## config.mk

```make
export PLATFORM = sky130hd
export DESIGN_NAME = rapqt_cell
export DESIGN_NICKNAME = d
export VERILOG_FILES = /design/src/rapqt_pkg.sv /design/src/rapqt_cell.sv
export SDC_FILE = /design/constraint.sdc
export NUM_CORES = 1
export LEC_CHECK = 0
export BUFFER_PORTS_ARGS = -buffer_cell sky130_fd_sc_hd__clkbuf_2
export CORE_ASPECT_RATIO = 2
export CORE_UTILIZATION = 57
export CTS_CLUSTER_DIAMETER = 200
export DETAILED_ROUTE_END_ITERATION = 10
export PLACE_DENSITY = 0.82
export SLEW_MARGIN = 30
export SYNTH_ARGS = -nofsm -noshare
export SYNTH_HDL_FRONTEND = slang
export SYNTH_SLANG_ARGS = --single-unit
```

## constraint.sdc

```tcl
create_clock -name clk -period 6.93 [get_ports clk]
set_clock_uncertainty 0.1 [all_clocks]
set_input_delay 0.693 -clock clk [delete_from_list [all_inputs] [get_ports clk]]
set_output_delay 0.693 -clock clk [all_outputs]
set_load 0.01 [all_outputs]
```

## src/rapqt_pkg.sv

```systemverilog
`timescale 1ns / 1ps
// Shared types and constants for the range-add / point-query segment tree.
// No dependencies; used by rapqt_cell and range_add_point_query_tree_core.
package rapqt_pkg;

    // Widths fixed by the item format.
    localparam int POS_W = 11;
    localparam int AMT_W = 64;

    // Bit offsets of the fields inside the input tdata word.
    localparam int LEFT_LSB  = 0;
    localparam int RIGHT_LSB = LEFT_LSB + POS_W;
    localparam int AMT_LSB   = RIGHT_LSB + POS_W;
    localparam int IN_DATA_W = ((AMT_LSB + AMT_W + 7) / 8) * 8;

    // Item kinds as carried on tuser.
    typedef enum logic [1:0] {
        OP_LOAD = 2'd0,
        OP_ADD  = 2'd1,
        OP_GET  = 2'd2
    } op_t;

    localparam logic [1:0] KIND_UNUSED = 2'd3;

    // Control word that travels down the chain of level cells with each item.
    typedef struct packed {
        logic valid;   // an item occupies this slot
        op_t  op;
        logic side;    // add pass: 0 follows the left end, 1 the right end
        logic last;    // last pass of its item
        logic done;    // descent has already passed a leaf
        logic tgt_en;  // add into the target node at this level
    } ctrl_t;

    typedef enum logic [1:0] {
        ST_CLEAR,
        ST_IDLE,
        ST_SIDE_B,
        ST_WAIT
    } state_t;

endpackage

```

## src/rapqt_cell.sv

```systemverilog
`timescale 1ns / 1ps
// One tree level: node storage for that level plus the descent step to the next.
// Depends on rapqt_pkg for the control word and the item kinds.
module rapqt_cell
    import rapqt_pkg::*;
#(
    parameter int LEVEL = 0,
    parameter int PW    = 11,
    parameter int NW    = 11,
    parameter int CW    = 10
)
(
    input  logic              clk,
    input  logic              rst_n,
    input  logic              clr_en,
    input  logic [CW-1:0]     clr_addr,
    input  ctrl_t             in_ctrl,
    input  logic [NW-1:0]     in_v,
    input  logic [PW-1:0]     in_lo,
    input  logic [PW-1:0]     in_hi,
    input  logic [NW-1:0]     in_tgt,
    input  logic [AMT_W-1:0]  in_sum,
    input  logic [AMT_W-1:0]  in_amount,
    input  logic [PW-1:0]     in_ql,
    input  logic [PW-1:0]     in_qr,
    output ctrl_t             out_ctrl,
    output logic [NW-1:0]     out_v,
    output logic [PW-1:0]     out_lo,
    output logic [PW-1:0]     out_hi,
    output logic [NW-1:0]     out_tgt,
    output logic [AMT_W-1:0]  out_sum,
    output logic [AMT_W-1:0]  out_amount,
    output logic [PW-1:0]     out_ql,
    output logic [PW-1:0]     out_qr
);

    // Level 0 keeps a two-entry array so the index never has zero width.
    localparam int IW    = (LEVEL > 0) ? LEVEL : 1;
    localparam int MEM_D = 1 << IW;

    logic [AMT_W-1:0] mem [0:MEM_D-1];

    ctrl_t            ctrl_reg;
    logic [NW-1:0]    v_reg;
    logic [PW-1:0]    lo_reg;
    logic [PW-1:0]    hi_reg;
    logic [NW-1:0]    tgt_reg;
    logic [AMT_W-1:0] sum_reg;
    logic [AMT_W-1:0] amount_reg;
    logic [PW-1:0]    ql_reg;
    logic [PW-1:0]    qr_reg;
    logic [AMT_W-1:0] rd_reg;

    logic             is_leaf;
    logic             live;
    logic [PW:0]      span_sum;
    logic [PW-1:0]    mid;
    logic [PW-1:0]    mid_p1;
    logic [PW-1:0]    path_pos;
    logic             go_right;
    logic             has_ql;
    logic             has_qr;
    logic             owned;
    logic             covered;
    logic             left_full;
    logic             right_full;
    logic             split;
    logic [NW-1:0]    child_l;
    logic [NW-1:0]    child_r;
    logic [NW-1:0]    path_child;
    logic             wr_en;
    logic             op_wr;
    logic [IW-1:0]    wr_addr;
    logic [AMT_W-1:0] wr_data;

    always_ff @(posedge clk or negedge rst_n)
    begin
        if (!rst_n)
        begin
            ctrl_reg <= '0;
        end
        else
        begin
            ctrl_reg <= in_ctrl;
        end
    end

    always_ff @(posedge clk)
    begin
        v_reg      <= in_v;
        lo_reg     <= in_lo;
        hi_reg     <= in_hi;
        tgt_reg    <= in_tgt;
        sum_reg    <= in_sum;
        amount_reg <= in_amount;
        ql_reg     <= in_ql;
        qr_reg     <= in_qr;
    end

    // The read address arrives with the item, so the word is ready when it lands here.
    always_ff @(posedge clk)
    begin
        if (wr_en)
        begin
            mem[wr_addr] <= wr_data;
        end
        rd_reg <= mem[in_tgt[IW-1:0]];
    end

    always_comb
    begin
        is_leaf    = lo_reg >= hi_reg;
        live       = ctrl_reg.valid && !ctrl_reg.done;
        span_sum   = {1'b0, lo_reg} + {1'b0, hi_reg};
        mid        = span_sum[PW:1];
        mid_p1     = mid + PW'(1);
        path_pos   = ctrl_reg.side ? qr_reg : ql_reg;
        go_right   = path_pos > mid;
        has_ql     = (ql_reg >= lo_reg) && (ql_reg <= hi_reg);
        has_qr     = (qr_reg >= lo_reg) && (qr_reg <= hi_reg);
        // A partial node is handled by the pass of the left end when it holds it,
        // otherwise by the pass of the right end.
        owned      = ctrl_reg.side ? (has_qr && !has_ql) : has_ql;
        covered    = (ql_reg <= lo_reg) && (hi_reg <= qr_reg);
        left_full  = (ql_reg <= lo_reg) && (mid <= qr_reg);
        right_full = (ql_reg <= mid_p1) && (hi_reg <= qr_reg);
        split      = live && (ctrl_reg.op == OP_ADD) && !is_leaf && owned && !covered;
        child_l    = {v_reg[NW-2:0], 1'b0};
        child_r    = {v_reg[NW-2:0], 1'b1};
        path_child = go_right ? child_r : child_l;
    end

    always_comb
    begin
        op_wr   = 1'b0;
        wr_addr = clr_addr[IW-1:0];
        wr_data = '0;
        if (live && (ctrl_reg.op == OP_LOAD) && is_leaf)
        begin
            op_wr   = 1'b1;
            wr_addr = v_reg[IW-1:0];
            wr_data = amount_reg;
        end
        else if (ctrl_reg.valid && ctrl_reg.tgt_en)
        begin
            op_wr   = 1'b1;
            wr_addr = tgt_reg[IW-1:0];
            wr_data = rd_reg + amount_reg;
        end
        if (clr_en)
        begin
            wr_addr = clr_addr[IW-1:0];
            wr_data = '0;
        end
        wr_en = op_wr || clr_en;
    end

    always_comb
    begin
        out_ctrl        = ctrl_reg;
        out_ctrl.done   = ctrl_reg.done || is_leaf;
        out_ctrl.tgt_en = split && (left_full || right_full);
        out_v           = path_child;
        out_lo          = go_right ? mid_p1 : lo_reg;
        out_hi          = go_right ? hi_reg : mid;
        if (split)
        begin
            out_tgt = left_full ? child_l : child_r;
        end
        else
        begin
            out_tgt = path_child;
        end
        if (live && (ctrl_reg.op == OP_GET))
        begin
            out_sum = sum_reg + rd_reg;
        end
        else
        begin
            out_sum = sum_reg;
        end
        out_amount = amount_reg;
        out_ql     = ql_reg;
        out_qr     = qr_reg;
    end

    a_no_item_write_in_clear: assert property (@(posedge clk) disable iff (!rst_n)
        clr_en |-> !op_wr)
        else $error("item write during clearing pass");

    a_target_only_for_add: assert property (@(posedge clk) disable iff (!rst_n)
        (ctrl_reg.valid && ctrl_reg.tgt_en) |-> (ctrl_reg.op == OP_ADD && !ctrl_reg.done))
        else $error("node target on a non-add item or past a leaf");

    a_finished_item_idle: assert property (@(posedge clk) disable iff (!rst_n)
        (ctrl_reg.valid && ctrl_reg.done) |-> (!op_wr && out_sum == sum_reg))
        else $error("item acts after its descent has ended");

    a_split_child_target: assert property (@(posedge clk) disable iff (!rst_n)
        (split && left_full) |-> !right_full)
        else $error("both children of a partial node are covered");

endmodule

```

Word level (Yosys, flattened, before mapping)
Memory sizes are Yosys's and may differ from the RTL's. A register that Yosys moved wholly into a read port is not among the register bits.
Index checks and enable logic that the tools add are counted.
- shifts and indexed selects: 0
- div/mod/pow operators: 0
- magnitude comparators: 10
- reduce and logical (&&, ||, !) cells: 24
- multipliers: 0
- bitwise gates (word level): 0
- add/sub/neg operators: 4
- equal/unequal tests: 2
- mux-type cells: 18
- operators by type and width (kind ; number):
    $mux W64 ; 4
    $add A64 B64 Y64 ; 2
    $le A11 B11 Y1 ; 6
    $ge A11 B11 Y1 ; 3
    $mux W11 ; 3
    $logic_and A1 B1 Y1 ; 16
    $add A11 B11 Y12 ; 1
    $add A11 B1 Y11 const B ; 1
    $gt A11 B11 Y1 ; 1
    $mux W1 ; 11
    $logic_not A1 Y1 ; 4
    $logic_or A1 B1 Y1 ; 3
    $eq A2 B1 Y1 const B ; 1
    $eq A2 B2 Y1 const B ; 1
    $logic_not A2 Y1 ; 1
- output and inout bits: 201
- word-level logic and storage cells: 73
- memories: 1
- memory bits (writable): 128
- ROM bits: 0
- register bits after elaboration: 190
- latch bits: 0
- memories (memory ; depth ; width ; read ports ; clocked after Yosys merged registers in ; write ports ; line ; source):
    mem ; 2 ; 64 ; 1 ; 1 ; 1 ; rapqt_cell.sv:41 ; logic [AMT_W-1:0] mem [0:MEM_D-1];

Depth between registers and ports, before layout
- depth after elaboration: 8
- depth in mapped cells: 18

Worst setup path before layout
No wires, ideal clock.
- kind: reg2reg
- from: register hi_reg[5]
- to: memory mem[0][0] (enable)
- cell stages (with the launch flop): 12
- required time: 6323 ps
- arrival time: 5324 ps
- path buffers: 2
- slack: 999 ps
- cell sequence: dfxtp_1 inv_1 ha_1 clkbuf_1 a2111oi_0 o21ai_1 a211oi_2 nor2_1 clkbuf_1 nand2_1 a21oi_1 a21oi_1
- word-level cells in the longest chain between the ends: 6
- ends and longest elaborated chain (what ; line ; source):
    from (decl) ; rapqt_cell.sv:46 ; logic [PW-1:0] hi_reg;
    from (signal assigned) ; rapqt_cell.sv:92 ; hi_reg <= in_hi;
    $ge A11 B11 Y1 * ; rapqt_cell.sv:112 ; is_leaf = lo_reg >= hi_reg;
    $logic_and A1 B1 Y1 * ; rapqt_cell.sv:138 ; if (live && (ctrl_reg.op == OP_LOAD) && is_leaf)
    $mux W1 ; rapqt_cell.sv:138 ;
    $logic_or A1 B1 Y1 ; rapqt_cell.sv:155 ; wr_en = op_wr || clr_en;
    $mux W1 ; rapqt_cell.sv:103 ; if (wr_en)
    $mux W1 (implied by the code) ; rapqt_cell.sv:105 ; mem[wr_addr] <= wr_data;
    to (decl) ; rapqt_cell.sv:41 ;
Every way passes the cells marked *; elsewhere a longest branch is shown, timed or not.

==> results by group <==
Synthesis
  – Seq/Total Area, Yosys: 40.7%
  – Mapped Cells: 2,287
  – Top_reg_cell synth: dfxtp_1
  – Syn_area_per_cell: 9.63 um^2
  – Async SR Flop Fraction: 1.83%
  – Yosys synthesis warning count: 0
  – Post-synthesis cell type count: 97
  – Synth Cell Area: 22,000 um^2
  – Post-synthesis register bit count: 382
  – Post-synth EDFFs: 128
  – Synth Net Count: 2,729

Global route
  – Vias in the first global route: 20,000
  – Largest net degree at the start of global routing: 88
  – Initial antenna violation count: 3
  – Total GRT Usage: 35.3%
  – First-pass GRT wire length: 106,000 um
  – Total gr overflow: 0

Finish
  – Area Growth Syn to Fin: 16.5%
  – Sequential Area: 8960 um^2
  – Fin nets: 3,068
  – Most common cell after layout, fill and taps aside: clkbuf_2
  – Post-Layout Cell Count: 3,171
  – Max reg flops: 128
  – Post-route cell area: 25,700 um^2
  – Area of the multi-input gates: 12,300 um^2
  – Biggest register: mem
  – # fillers: 2,993
  – Commonest non-fill, non-tap cells in the layout: clkbuf_2, dfxtp_1, ha_1, nand2_1, a21oi_1
  – Share of cells above drive strength 1: 22.4%

Clock network
  – TritonCTS clock tree: built
  – CTS sink count: 382
  – Hold Buf Count CTS: 1
  – Setup Buffers After CTS: 0
  – CTS Buffer Depth: 3
  – Post-cts sizing count: 0
  – Clk Latency, worst-skew pair: 0.56 ns
  – CTS clk-pin slew, worst paths: 0.07 ns
  – H-tree levels: 2
  – Root buf cell: clkbuf_16
  – Num CTS Buffers: 38

Pwr
  – P_leak: 11.7 nW
  – Pwr/cell area: 258 nW/um^2
  – VDD IR max: 256 uV

Timing
  – Max transition margin: 41.9%
  – Post-layout min period: 5.75 ns
  – Setup TNS: 0 ns
  – RSZ-0062 raised after global routing: no
  – Final hold vios: 0
  – Fmax: 174 MHz
  – Crit share post-route: 82.9%
  – Slew at the pin closest to its max-slew limit: 0.872 ns
  – WHS: 0.130 ns
  – Slew Limit Fails: 0
  – Final setup vio count: 0

Die
  – Row cnt: 101
  – Num ports: 415
  – Die ar.: 39,500 um^2
  – Placeable Area: 38,000 um^2
  – Initial Util: 57.9%
  – DIE HEIGHT: 280 um
  – Die X: 141 um

Setup path
  – Kind of critical path: flop to output pin
  – Critical Path RT: 6.14 ns
  – Worst setup SP type: flop
  – Worst Path Max Fanout: 4
  – Worst Path Arrival: 4.95 ns
  – Crit end category: output pin

Run
  – Maxcap violations: 0

Detailed routing
  – DR WL/cell: 22.0 um
  – Remaining DRCs: 0
  – Via count: 19,300
  – DRT Wirelength: 69,800 um
  – DRT antenna net count: 0
  – Iter 0 DRT Violations: 1,128
  – Vias per inst: 6.09
  – DRT Pass-1 Iters: 7

Place
  – Area post-placement: 24,300 um^2
  – DP HPWL: 54,300 um
  – Placed Cells: 3,098
  – Port buffer count: 394
  – RePlAce Congestion: 0.958

Worst hold path
  – Worst hold path class: input pin to flop

Outcome
  – Status: completed
## area by class of cell
cell class              instances  area share, %
repair buffers                413           8.39
multi-input cells            1706           47.9
diodes                          1        0.00975
flip-flops and latches        382           34.9
clock buffers                  52           4.31
clock inverters                17          0.751
well taps                     515           2.51
inverters                      85           1.24
## path summary, 6_finish.rpt
check | start | endpoint | slack (ns) | cells past startpoint
setup / recovery | lo_reg[0] | out_ctrl[0] | 1.18 | 17
hold / removal | in_sum[14] | sum_reg[14] | 0.13 | 1
setup reg to reg | lo_reg[0] | mem[1][63] | 2.38 | 13
hold reg to reg | mem[0][36] | rd_reg[36] | 0.36 | 1
max in group asynchronous | rst_n | ctrl_reg[1] | 6.14 | 2
min in group asynchronous | rst_n | out_ctrl[3] | 0.43 | 2
## metrics by stage
step / total power, W / utilization, % / worst slack, ns
2_1_floorplan: 0.00389 / - / 0.999
3_3_place_gp: 0.00442 / 63.8 / 1.71
3_5_place_dp: 0.00447 / 63.9 / 1.67
4_1_cts: 0.00661 / 67.3 / 1.06
5_1_grt: 0.00690 / 67.5 / 0.923
6_report: 0.00661 / 67.5 / 1.18
## report_power, final
| part | switching [W] | internal (W) | leakage [nW] |
|---|---|---|---|
| registers | 0.000143 | 0.00248 | 3.44 |
| logic | 0.00109 | 0.000755 | 7.67 |
| clock network | 0.000927 | 0.00121 | 0.622 |
## kinds of logic (layout without fill, tap and decap cells)
kind of cell | after synthesis | after routing | share of synthesized area [%]
buf+inv | 199 | 567 | 3.78
fa+ha+maj | 228 | 228 | 13.0
flops | 382 | 382 | 40.7
xor+xnor | 125 | 125 | 5.00
mux | 102 | 102 | 5.06
simple gates | 580 | 580 | 12.7
other cells | 0 | 1 | 0
compound gates | 671 | 671 | 19.7
## Yosys cell counts (all sizes together), types with 6 or more instances
cell / number / area share, %
dfxtp: 247 / 22
ha: 225 / 13
nand2: 208 / 3.5
a21oi: 195 / 4.5
o21ai: 171 / 3.9
edfxtp: 128 / 17
nor2: 115 / 2.0
a21o: 91 / 3.1
clkbuf: 86 / 1.5
inv: 85 / 1.4
mux2: 75 / 3.8
xnor2: 70 / 2.8
xor2: 55 / 2.2
nand4: 54 / 1.5
nor3: 46 / 1.0
nand3: 38 / 0.86
o21a: 30 / 1.0
o21bai: 29 / 0.99
buf: 28 / 0.86
mux2i: 27 / 1.2
a211oi: 21 / 0.78
nand2b: 21 / 0.60
nor2b: 21 / 0.60
and3: 17 / 0.48
a31oi: 14 / 0.49
o211ai: 14 / 0.50
a22oi: 13 / 0.44
o31ai: 13 / 0.47
nor4: 9 / 0.32
a2111oi: 8 / 0.41
and2: 8 / 0.23
o22ai: 8 / 0.26
a21boi: 7 / 0.26
a221oi: 7 / 0.28
a41oi: 7 / 0.38
dfrtp: 7 / 0.80
or4: 7 / 0.24
or2: 6 / 0.17
or3: 6 / 0.17
## metal layers
metal / routed length (um) / track usage [%] / part of all wire, %
met2: 37200 / 67.2 / 53
met4: 6800 / 31.4 / 9.7
met5: 31 / 0 / 0.044
met1: 22400 / 32.2 / 32
met3: 3400 / 4.56 / 4.9
## worst max-delay path, stage by stage, from the launching register on
cell and delay [ns]:
dfxtp_1 0.37, ha_1 0.26, fa_1 0.40, nor2b_1 0.16, o21bai_1 0.16, a21oi_1 0.13, or4_1 0.42, nand3_1 0.25
nor3b_2 0.30, nand3_1 0.13, xnor2_1 0.31, ha_1 0.31, a21o_1 0.18, a2111oi_0 0.37, o21ai_0 0.15, a21o_1 0.20
a21oi_1 0.16, clkbuf_2 0.16
(Power assumes the default switching activity.)
